==> config.mk <==
export PLATFORM = sky130hd
export DESIGN_NAME = qvt_update
export DESIGN_NICKNAME = d
export VERILOG_FILES = /design/src/rtl/core/quorum_vote_tracker_unit_assert.svh /design/src/rtl/core/qvt_pkg.sv /design/src/rtl/core/qvt_update.sv
export SDC_FILE = /design/constraint.sdc
export NUM_CORES = 1
export LEC_CHECK = 0
export ABC_AREA = 0
export BUFFER_PORTS_ARGS = -buffer_cell sky130_fd_sc_hd__buf_2
export CAP_MARGIN = 0
export CORE_AREA = 2 2 109 111
export DETAILED_ROUTE_END_ITERATION = 8
export DIE_AREA = 0 0 111 113
export PLACE_DENSITY = 0.77
export SETUP_SLACK_MARGIN = 0.1
export SLEW_MARGIN = 0
export SYNTH_ARGS = -nofsm -noshare
export SYNTH_HDL_FRONTEND = slang
export SYNTH_SLANG_ARGS = --single-unit
==> constraint.sdc <==
create_clock -name vclk -period 6.61
set_clock_uncertainty 0.1 [all_clocks]
set_input_delay 0 -clock vclk [all_inputs]
set_output_delay 0 -clock vclk [all_outputs]
set_load 0.1 [all_outputs]
==> src/rtl/core/quorum_vote_tracker_unit_assert.svh <==
// Assertion macros shared by the quorum vote tracker RTL.
// Depends on nothing; included by the files that carry assertions.
`ifndef QUORUM_VOTE_TRACKER_UNIT_ASSERT_SVH
`define QUORUM_VOTE_TRACKER_UNIT_ASSERT_SVH

`ifndef SYNTHESIS

// clocked check, switched off while reset is held
`define QVT_ASSERT(label, clk, rst_n, prop) \
    label: assert property (@(posedge clk) disable iff (!rst_n) prop) \
        else $error("quorum vote tracker: assertion failed");

// same, with a message of the caller's own
`define QVT_ASSERT_MSG(label, clk, rst_n, prop, msg) \
    label: assert property (@(posedge clk) disable iff (!rst_n) prop) \
        else $error(msg);

`else

`define QVT_ASSERT(label, clk, rst_n, prop)
`define QVT_ASSERT_MSG(label, clk, rst_n, prop, msg)

`endif

`endif

==> src/rtl/core/qvt_pkg.sv <==
// Shared types and constants for the quorum vote tracker.
// No dependencies; used by qvt_slot_ram, qvt_update and the top level.
package qvt_pkg;

    // slot table geometry (SLOTS must be a power of two)
    localparam int SLOTS  = 1024;
    localparam int SLOT_W = $clog2(SLOTS);

    localparam int VIEW_W  = 32;
    localparam int OPNUM_W = 32;
    localparam int VOTES_W = 32;
    localparam int REP_W   = 6;
    localparam int COUNT_W = 6;
    localparam int THR_W   = 6;

    localparam logic [THR_W-1:0] THRESHOLD_RESET = THR_W'(2);

    // request kinds
    localparam logic REQ_OPEN = 1'b0;
    localparam logic REQ_VOTE = 1'b1;

    // verdict codes
    localparam logic [1:0] VERDICT_PASS   = 2'd0;
    localparam logic [1:0] VERDICT_DROP   = 2'd1;
    localparam logic [1:0] VERDICT_QUORUM = 2'd2;
    localparam logic [1:0] VERDICT_OPEN   = 2'd3;

    typedef struct packed {
        logic [VIEW_W-1:0]  view;
        logic [OPNUM_W-1:0] opnum;
        logic [VOTES_W-1:0] votes;
    } t_slot;

    typedef struct packed {
        logic               req_type;
        logic [VIEW_W-1:0]  view;
        logic [OPNUM_W-1:0] opnum;
        logic [REP_W-1:0]   replica_idx;
    } t_item;

    typedef struct packed {
        logic               wr_en;
        t_slot              entry;
        logic [1:0]         verdict;
        logic [COUNT_W-1:0] count;
    } t_upd;

endpackage

==> src/rtl/core/qvt_update.sv <==
// Slot update: tag match, voter bit set, popcount and verdict for one word.
// Depends on qvt_pkg.
module qvt_update (
    input  qvt_pkg::t_item             i_item,
    input  qvt_pkg::t_slot             i_slot,
    input  logic [qvt_pkg::THR_W-1:0]  i_threshold,
    output qvt_pkg::t_upd              o_upd
);

    // population count as an adder tree
    function automatic logic [qvt_pkg::COUNT_W-1:0] popcount32(
        input logic [qvt_pkg::VOTES_W-1:0] x
    );
        logic [1:0] s1 [16];
        logic [2:0] s2 [8];
        logic [3:0] s3 [4];
        logic [4:0] s4 [2];
        for (int i = 0; i < 16; i++) s1[i] = {1'b0, x[2*i]} + {1'b0, x[2*i+1]};
        for (int i = 0; i < 8; i++)  s2[i] = {1'b0, s1[2*i]} + {1'b0, s1[2*i+1]};
        for (int i = 0; i < 4; i++)  s3[i] = {1'b0, s2[2*i]} + {1'b0, s2[2*i+1]};
        for (int i = 0; i < 2; i++)  s4[i] = {1'b0, s3[2*i]} + {1'b0, s3[2*i+1]};
        return {1'b0, s4[0]} + {1'b0, s4[1]};
    endfunction

    logic                              match;
    logic [qvt_pkg::VOTES_W-1:0]       voter_bit;
    logic [qvt_pkg::VOTES_W-1:0]       new_votes;
    logic [qvt_pkg::COUNT_W-1:0]       old_count;
    logic [qvt_pkg::COUNT_W-1:0]       new_count;

    // voter bit only for replica indices below 32
    always_comb begin
        match     = (i_slot.view == i_item.view) && (i_slot.opnum == i_item.opnum);
        voter_bit = i_item.replica_idx[qvt_pkg::REP_W-1] ? '0
                  : qvt_pkg::VOTES_W'(1) << i_item.replica_idx[qvt_pkg::REP_W-2:0];
        new_votes = i_slot.votes | voter_bit;
        old_count = popcount32(i_slot.votes);
        new_count = popcount32(new_votes);
    end

    // verdict and write-back
    always_comb begin
        o_upd = '0;
        if (i_item.req_type == qvt_pkg::REQ_OPEN) begin
            o_upd.wr_en       = 1'b1;
            o_upd.entry.view  = i_item.view;
            o_upd.entry.opnum = i_item.opnum;
            o_upd.entry.votes = '0;
            o_upd.verdict     = qvt_pkg::VERDICT_OPEN;
            o_upd.count       = '0;
        end else if (!match) begin
            o_upd.wr_en   = 1'b0;
            o_upd.entry   = i_slot;
            o_upd.verdict = qvt_pkg::VERDICT_PASS;
            o_upd.count   = old_count;
        end else begin
            o_upd.wr_en       = 1'b1;
            o_upd.entry.view  = i_slot.view;
            o_upd.entry.opnum = i_slot.opnum;
            o_upd.entry.votes = new_votes;
            o_upd.verdict     = (new_count == i_threshold) ? qvt_pkg::VERDICT_QUORUM
                                                           : qvt_pkg::VERDICT_DROP;
            o_upd.count       = new_count;
        end
    end

endmodule

==> impl_metrics.py, run 1 <==
metrics = {
    "timing": {
        "slew_viol_final": 0,
        "period_share": 0.944,
        "rsz0062_at_grt": "no",
        "layout_setup_ws_ns": 0.369,
        "finalSetupViolations": 0,
        "clock.fmax_mhz": 160,
        "max-slew-margin-rel": 0.293,
        "tightest_slew_ns": 1.06,
        "setup-tns-final_ns": 0,
        "finalCriticalPeriod_ns": 6.24,
        "hold_viol_final": 0,
    },
    "cells_and_area": {
        "area_growth_pct": 42.0,
        "n_fill_cell": 1140,
        "nClkBuffers": 0,
        "multi_input_area_mm2": 0.00354,
        "seq_cells": 0,
        "ff_latch_area_um2": 0,
        "drive_above_1_share": 0.432,
        "fin_nets": 920,
        "fin_cells": 827,
    },
    "drt": {
        "wl_per_cell_um": 19.2,
        "drc_errors": 0,
        "routed_via_density": 5.05,
        "vias": 4174,
        "ant_nets": 0,
        "first_pass_iters": 4,
        "drt_wl_total_um": 15800,
        "drt_iter0_markers": 247,
    },
    "synth": {
        "synth_top_area_share": 0.255,
        "netlist_area_mm2": 0.00377,
        "synth_top_area_cell": "fa_1",
        "ys_seq_area_frac": 0,
        "synth_xor_area_frac": 0.184,
        "synth-compound-area-share": 0.138,
        "synthAdderAreaFrac": 0.301,
        "synthesis.nets": 655,
        "yosys_warnings": 0,
        "synth_top_family_by_area": "adder cells",
        "synthSimpleGateAreaFrac": 0.0988,
        "synth_area_leaders": "fa_1 25%, mux2_1 19%, xnor2_1 16%, inv_1 5.1%, ha_1 4.6%",
        "synthDistinctLibCells": 34,
        "syn_inst": 420,
        "synthMuxAreaShare": 0.207,
        "synth_area_per_cell_um2": 8.98,
    },
    "global_route": {
        "grt_first_pass_wirelength_um": 23900,
        "grt_overflow": 0,
        "first_global_vias": 4374,
        "grt_usage": 0.244,
        "antenna_found_initial": 1,
        "grt_start_max_net_pins": 61,
    },
    "setup_path": {
        "crit_path_start_kind": "input pin",
        "crit_path_cell_trace": "buf_2 > nand2b_1 > nor2_2 > a21oi_1 > fa_1 > fa_1 > fa_1 > fa_1 > fa_1 > fa_1 > inv_1 > ha_1 > inv_1 > fa_1 > nand2b_1 > o2bb2ai_1 > xnor3_2 > or4_4 > a21o_1 > buf_4",
        "critical-path-max-stage-delay_ns": 0.58,
        "path_class": "input pin to output port",
        "crit_fanout": 5,
        "cp.required_ns": 6.51,
        "path_common_cell": "fa_1",
        "cpMaxStageDelayCell": "fa_1",
        "endpoint_kind": "output port",
        "worstPathArrival_ns": 6.14,
    },
    "placement": {
        "port_buffers": 278,
        "dp_hpwl_um": 14200,
        "place_ws_ns": 0.177,
        "gp_congestion": 0.969,
        "placed_cells": 826,
    },
    "clock_tree": {
        "postCtsSetupRepairBufs": 0,
    },
    "outcome": {
        "status": "complete, no violations",
    },
    "floorplanning": {
        "ios": 278,
        "fp-row-count": 39,
        "dieArea_mm2": 0.0125,
        "coreArea_mm2": 0.0113,
        "die_w_um": 111,
        "die_h_um": 113,
        "start_util": 0.335,
    },
    "pwr": {
        "powerDensity_mw_per_mm2": 476,
        "p_leak_uw": 0.00279,
        "ir_drop_v": 0.000791,
    },
    "job": {
        "cap_violations": 0,
    },
    "min_path": {
        "hp-class": "input pin to output port",
    },
}
-- what timing repair did --
| action | in CTS | in global routing |
|---|---|---|
| hold buffers | 0 | 0 |
| gates resized for setup | 0 | 11 |
| endpoints found under the setup margin | 0 | 2 |
-- cell usage after synthesis (all sizes together) --
master    n
a21o     16
nor2b     3
ha       14
a21oi    26
mux2     64
buf       4
xor2      3
a221o     1
mux2i     6
o21ai     1
nor3      4
inv      51
clkbuf   15
nand2b    5
and3      2
o211a     9
fa       48
nor2     12
xnor2    71
and4      1
nand3     1
and2      1
a211oi   13
o211ai    1
o2bb2ai   1
o21a      7
nor4      5
nand4    17
xnor3     2
nand2    15
or4       1
-- layout make-up --
type / count / area share
Multi-Input combinational cell: 350 / 0.661
Timing Repair Buffer: 282 / 0.269
Inverter: 51 / 0.0357
Tap cell: 143 / 0.0334
Antenna cell: 1 / 0.000467
-- through the flow --
step	hold slack, ns	power, uW	area [um^2]	util
global route	0.455	2790	5360	0.475
global placement	0.427	2500	5320	0.472
detailed placement	0.425	2540	5320	0.472
floorplan	0.419	2030	3780	-
CTS	0.427	2550	5320	0.472
finish	0.425	2550	5360	0.475
-- where the power goes --
group          internal (uW)  switching (uW)   leakage [uW]
sequential                 0               0              0
combinational            862            1690        0.00279
clock              0.0000202               0  0.00000000634
-- cells in the final DEF, fill, tap and decap left out, types with 7 or more instances in the layout --
cell,netlist,routed
buf_2,4,275
xnor2_1,71,71
mux2_1,64,64
inv_1,51,51
fa_1,48,48
a21oi_1,26,25
nand4_1,16,16
a21o_1,16,16
nand2_1,15,15
ha_1,14,14
a211oi_1,13,13
nor2_1,12,10
o211a_1,9,9
o21a_1,7,7
-- routing by layer --
| layer | vias up | global-route usage | share of wire |
|---|---|---|---|
| met5 | - | 0 | 0 |
| met4 | 0 | 0.0308 | 0.014 |
| met3 | 16 | 0.0787 | 0.10 |
| met2 | 205 | 0.444 | 0.49 |
| met1 | 1978 | 0.290 | 0.39 |
| li1 | 1975 | - | - |
-- final timing paths --
check,from,to,slack [ns],cells after the start
min,i_slot[9],o_upd[17],0.43,4
max,i_item[5],o_upd[6],0.37,20
-- critical path, delay by kind of cell --
kind,cells,cell delay [ns]
buf+inv,4,0.53
simple gates,4,1.12
compound gates,3,0.50
xor+xnor,1,0.23
fa+ha+maj,8,3.77
-- cells by family (layout without fill, tap and decap cells) --
kind of cell,after synthesis,count (layout)
xor+xnor,76,76
mux,70,70
other cells,0,1
simple gates,67,67
fa+ha+maj,62,62
compound gates,75,75
buf+inv,70,333
(Power assumes the default switching activity.)
==> inputs of run 2 (changes only) <==
--- a/config.mk
+++ b/config.mk
@@ -6,12 +6,12 @@
 export NUM_CORES = 1
 export LEC_CHECK = 0
 export ABC_AREA = 0
-export BUFFER_PORTS_ARGS = -buffer_cell sky130_fd_sc_hd__buf_2
 export CAP_MARGIN = 0
-export CORE_AREA = 2 2 109 111
+export CORE_AREA = 2 2 108 110
 export DETAILED_ROUTE_END_ITERATION = 8
-export DIE_AREA = 0 0 111 113
-export PLACE_DENSITY = 0.77
+export DIE_AREA = 0 0 110 112
+export DONT_BUFFER_PORTS = 1
+export PLACE_DENSITY = 0.57
 export SETUP_SLACK_MARGIN = 0.1
 export SLEW_MARGIN = 0
 export SYNTH_ARGS = -nofsm -noshare
==> run 2 against run 1 <==
  * Cell count is 33% lower
  * Count of clock-buffer cells in the layout stayed put
  * Sequential share of layout area stayed put
  * Critical endpoint unchanged
  * Worst setup slack better by 0.10 ns
  * Non-clock buffer count is 269 lower
  * Sequential cell count stayed put
  * Die area is 1.8% lower
  * First-iteration DRC count is 30% lower
  * Critical path depth stayed put
  * Cell area is 20% lower
  * Via count is 24% lower
  * Largest cell class unchanged
  * Combinational power is 7% higher
==> impl_metrics.py, run 2 (synthesized netlist as in run 1, its figures left out) <==
metrics = {
    "outcome": {
        "status": "complete, no violations",
    },
    "clock_tree": {
        "postCtsSetupRepairBufs": 0,
    },
    "drt": {
        "drt_iter0_markers": 174,
        "first_pass_iters": 4,
        "vias": 3158,
        "ant_nets": 0,
        "drc_errors": 0,
        "drt_wl_total_um": 13500,
        "wl_per_cell_um": 24.2,
        "routed_via_density": 5.66,
    },
    "setup_path": {
        "crit_fanout": 5,
        "worstPathArrival_ns": 6.04,
        "cp_top_family": "adder cells",
        "critical-path-max-stage-delay_ns": 0.56,
        "crit_path_start_kind": "input pin",
        "path_class": "input pin to output port",
        "cp_num_cells": 20,
        "cpMaxStageDelayCell": "fa_1",
        "path_common_cell": "fa_1",
        "crit_path_cell_trace": "nand2_1 > nor3_1 > a21o_1 > fa_1 > fa_1 > inv_1 > fa_1 > fa_1 > fa_1 > fa_1 > inv_1 > ha_1 > inv_1 > fa_1 > nand2b_1 > o2bb2ai_1 > xnor3_2 > or4_4 > a21o_1 > buf_4",
        "cp.required_ns": 6.51,
        "startpoint": "i_item[1]",
        "crit_buf_inv": 4,
        "endpoint_kind": "output port",
        "crit_end": "o_upd[6]",
    },
    "cells_and_area": {
        "area_growth_pct": 13.6,
        "fin_area_mm2": 0.00429,
        "seq_cells": 0,
        "final_core_util": 0.384,
        "n_fill_cell": 1118,
        "nClkBuffers": 0,
        "multi_input_area_mm2": 0.00374,
        "fin_nets": 651,
        "final_common_cell": "xnor2_1",
        "ff_latch_area_um2": 0,
        "fin_cells": 558,
        "drive_above_1_share": 0.109,
        "layout_common_cells": "71 x xnor2_1, 64 x mux2_1, 51 x inv_1",
    },
    "floorplanning": {
        "start_util": 0.338,
        "fp-row-count": 39,
        "coreArea_mm2": 0.0112,
        "die_h_um": 112,
        "dieArea_mm2": 0.0123,
        "ios": 278,
        "die_w_um": 110,
    },
    "placement": {
        "gp_congestion": 0.984,
        "port_buffers": 0,
        "place_area_mm2": 0.00427,
        "placed_cells": 557,
        "dp_hpwl_um": 12200,
    },
    "timing": {
        "tightest_slew_ns": 1.19,
        "period_share": 0.928,
        "clock.fmax_mhz": 163,
        "finalCriticalPeriod_ns": 6.14,
        "slew_viol_final": 0,
        "setup-tns-final_ns": 0,
        "max-slew-margin-rel": 0.209,
        "finalSetupViolations": 0,
        "hold_viol_final": 0,
        "rsz0062_at_grt": "no",
        "whs_ns": 0.172,
    },
    "pwr": {
        "p_leak_uw": 0.00174,
        "ir_drop_v": 0.00126,
        "powerDensity_mw_per_mm2": 635,
    },
    "job": {
        "cap_violations": 0,
    },
    "global_route": {
        "grt_first_pass_wirelength_um": 19700,
        "grt_overflow": 0,
        "grt_usage": 0.212,
        "antenna_found_initial": 0,
        "first_global_vias": 3448,
        "grt_start_max_net_pins": 92,
    },
    "min_path": {
        "hp-class": "input pin to output port",
    },
}
-- run 2: changes by cell type in the layout (fill, tap and decap cells not counted), sizes merged --
cell / change
buf: -269
-- run 2: final cells by class --
cell class                 count  area share
antenna                        1    0.000584
multi-input combinational    350       0.873
inverter                      51      0.0446
tap                          143      0.0417
timing repair buffer          13      0.0397
-- run 2: worst min path at each step --
stage                     depth (start not counted)   endpoint  startpoint
after floorplan                                   1  o_upd[18]  i_slot[10]
final                                             2  o_upd[11]   i_slot[3]
after global placement                            2   o_upd[7]  i_item[70]
after CTS                                         2   o_upd[7]  i_item[70]
after detailed placement                          2   o_upd[7]  i_item[70]
after global routing                              2   o_upd[7]  i_item[70]
-- run 2: power by group --
| part | internal, uW | switching, uW |
|---|---|---|
| registers | 0 | 0 |
| logic | 1010 | 1710 |
| clock network | 0.0000204 | 0 |
| total | 1010 | 1710 |
-- run 2: what timing repair did --
action	4_1_cts	5_1_grt
gates resized for setup	0	4
setup endpoints to repair	0	2
hold buffers	0	0
-- run 2: through the flow --
step / setup WS (ns) / total power [uW]
2_1_floorplan: 0.165 / 2030
3_3_place_gp: 0.369 / 2710
3_5_place_dp: 0.313 / 2720
4_1_cts: 0.261 / 2740
5_1_grt: 0.138 / 2940
6_report: 0.474 / 2720
-- run 2: routing by layer --
layer  track usage  vias to the layer above  share of wire
li1              -                     1423              -
met1         0.252                     1543           0.36
met2         0.347                      178           0.47
met3         0.104                       14           0.14
met4        0.0414                        0          0.024
met5             0                        -              0
==> inputs of run 3 (changes only) <==
--- a/config.mk
+++ b/config.mk
@@ -7,12 +7,14 @@
 export LEC_CHECK = 0
 export ABC_AREA = 0
 export CAP_MARGIN = 0
-export CORE_AREA = 2 2 108 110
+export CELL_PAD_IN_SITES_DETAIL_PLACEMENT = 0
+export CELL_PAD_IN_SITES_GLOBAL_PLACEMENT = 1
+export CORE_AREA = 2 2 107 109
 export DETAILED_ROUTE_END_ITERATION = 8
-export DIE_AREA = 0 0 110 112
+export DIE_AREA = 0 0 109 111
 export DONT_BUFFER_PORTS = 1
-export PLACE_DENSITY = 0.57
-export SETUP_SLACK_MARGIN = 0.1
+export PLACE_DENSITY = 0.75
+export SETUP_SLACK_MARGIN = 0.2
 export SLEW_MARGIN = 0
 export SYNTH_ARGS = -nofsm -noshare
 export SYNTH_HDL_FRONTEND = slang
==> run 3 against run 2 <==
  * Utilization increased by 0.34 points
  * Count of clock-buffer cells in the layout unchanged
  * Die area decreased by 1.8%
  * Combinational power about the same
  * Routed wire length increased by 5.4%
  * Via count increased by 0.57%
  * Cell count unchanged
  * Power increased by 0.47%
  * Largest cell class unchanged
==> impl_metrics.py, run 3 (synthesized netlist as in run 1, its figures left out) <==
metrics = {
    "outcome": {
        "status": "complete, no violations",
    },
    "floorplanning": {
        "coreArea_mm2": 0.0111,
        "ios": 278,
        "die_h_um": 111,
        "die_w_um": 109,
        "start_util": 0.341,
        "fp-row-count": 39,
        "dieArea_mm2": 0.0121,
    },
    "drt": {
        "vias": 3176,
        "ant_nets": 0,
        "routed_via_density": 5.69,
        "drc_errors": 0,
        "drt_wl_total_um": 14200,
        "met3_length_um": 1500,
        "met2RoutedLength_um": 7030,
        "met1Wirelength_um": 5340,
        "first_pass_iters": 4,
        "drt_iter0_markers": 178,
        "wl_per_cell_um": 25.5,
        "top_layer": "met4",
    },
    "placement": {
        "dp_hpwl_um": 12800,
        "place_area_mm2": 0.00426,
        "gp_congestion": 0.979,
        "port_buffers": 0,
    },
    "timing": {
        "clock.fmax_mhz": 164,
        "tightest_slew_ns": 1.20,
        "setup-tns-final_ns": 0,
        "period_share": 0.925,
        "max-slew-margin-rel": 0.198,
        "hold_viol_final": 0,
        "slew_viol_final": 0,
        "finalSetupViolations": 0,
        "rsz0062_at_grt": "no",
        "finalCriticalPeriod_ns": 6.11,
    },
    "cells_and_area": {
        "layout_common_cells": "71 x xnor2_1, 64 x mux2_1, 51 x inv_1",
        "drive_above_1_share": 0.120,
        "nClkBuffers": 0,
        "fin_nets": 652,
        "seq_cells": 0,
        "multi_input_area_mm2": 0.00376,
        "area_growth_pct": 13.6,
        "ff_latch_area_um2": 0,
        "n_antenna_cell": 0,
        "fin_area_mm2": 0.00429,
        "final_common_cell": "xnor2_1",
        "n_fill_cell": 1103,
    },
    "min_path": {
        "hp-class": "input pin to output port",
        "whs_endpoint": "o_upd[11]",
        "hold_depth": 2,
        "holdCritStartpoint": "i_slot[3]",
    },
    "global_route": {
        "first_global_vias": 3456,
        "grt_usage": 0.230,
        "antenna_found_initial": 0,
        "grt_start_max_net_pins": 92,
        "grt_first_pass_wirelength_um": 21000,
        "grt_overflow": 0,
    },
    "setup_path": {
        "cp.required_ns": 6.51,
        "cp_top_family": "adder cells",
        "path_class": "input pin to output port",
        "crit_fanout": 5,
        "path_common_cell": "fa_1",
        "cpMaxStageDelayCell": "fa_1",
        "crit_buf_inv": 3,
        "critical-path-max-stage-delay_ns": 0.59,
        "crit_path_start_kind": "input pin",
        "endpoint_kind": "output port",
        "worstPathArrival_ns": 6.01,
        "crit_path_cell_trace": "nand2b_1 > nor2_2 > a21oi_1 > fa_1 > fa_1 > fa_1 > fa_1 > fa_1 > fa_1 > inv_1 > ha_1 > inv_1 > fa_1 > nand2b_1 > o2bb2ai_1 > xnor3_2 > or4_4 > a21o_1 > buf_4",
    },
    "job": {
        "cap_violations": 0,
    },
    "pwr": {
        "p_leak_uw": 0.00174,
        "powerDensity_mw_per_mm2": 638,
        "power_uw": 2730,
        "ir_drop_v": 0.00113,
    },
    "clock_tree": {
        "ctsResizeCount": 0,
        "cts_hold_buf": 0,
        "postCtsSetupRepairBufs": 0,
    },
}
## run 3: how the worst max path moves through the flow
stage | startpoint | end | slack, ns | cells after the start
6_report | i_item[5] | o_upd[6] | 0.50 | 19
3_3_place_gp | i_item[2] | o_upd[6] | 0.38 | 18
5_1_grt | i_item[5] | o_upd[6] | 0.20 | 19
2_1_floorplan | i_item[1] | o_upd[2] | 0.38 | 17
3_5_place_dp | i_item[2] | o_upd[6] | 0.31 | 18
4_1_cts | i_item[2] | o_upd[6] | 0.26 | 18
## run 3: cell type report
type / count / share of cell area
multi-input combinational: 350 / 0.877
timing repair buffer: 14 / 0.0368
inverter: 51 / 0.0446
tap: 143 / 0.0417
## run 3: per-layer routing
metal	GRT usage	vias up
met5	0	-
met4	0.0462	0
met3	0.0752	16
met2	0.392	170
met1	0.280	1569
li1	-	1421
## run 3: power by group
part           internal [uW]  switching, uW  total, uW  leakage, uW
logic                    981           1750       2730      0.00174
clock network              0              0          0            0
registers                  0              0          0            0
total                    981           1750       2730      0.00174
## run 3: through the flow
stage | hold slack [ns] | setup WS, ns | std cells | util
final | 0.177 | 0.498 | 558 | 0.387
after detailed placement | 0.127 | 0.306 | 558 | 0.385
after global routing | 0.177 | 0.202 | 558 | 0.387
after floorplan | 0.419 | 0.375 | 420 | -
after CTS | 0.127 | 0.262 | 558 | 0.385
after global placement | 0.123 | 0.376 | 558 | 0.385
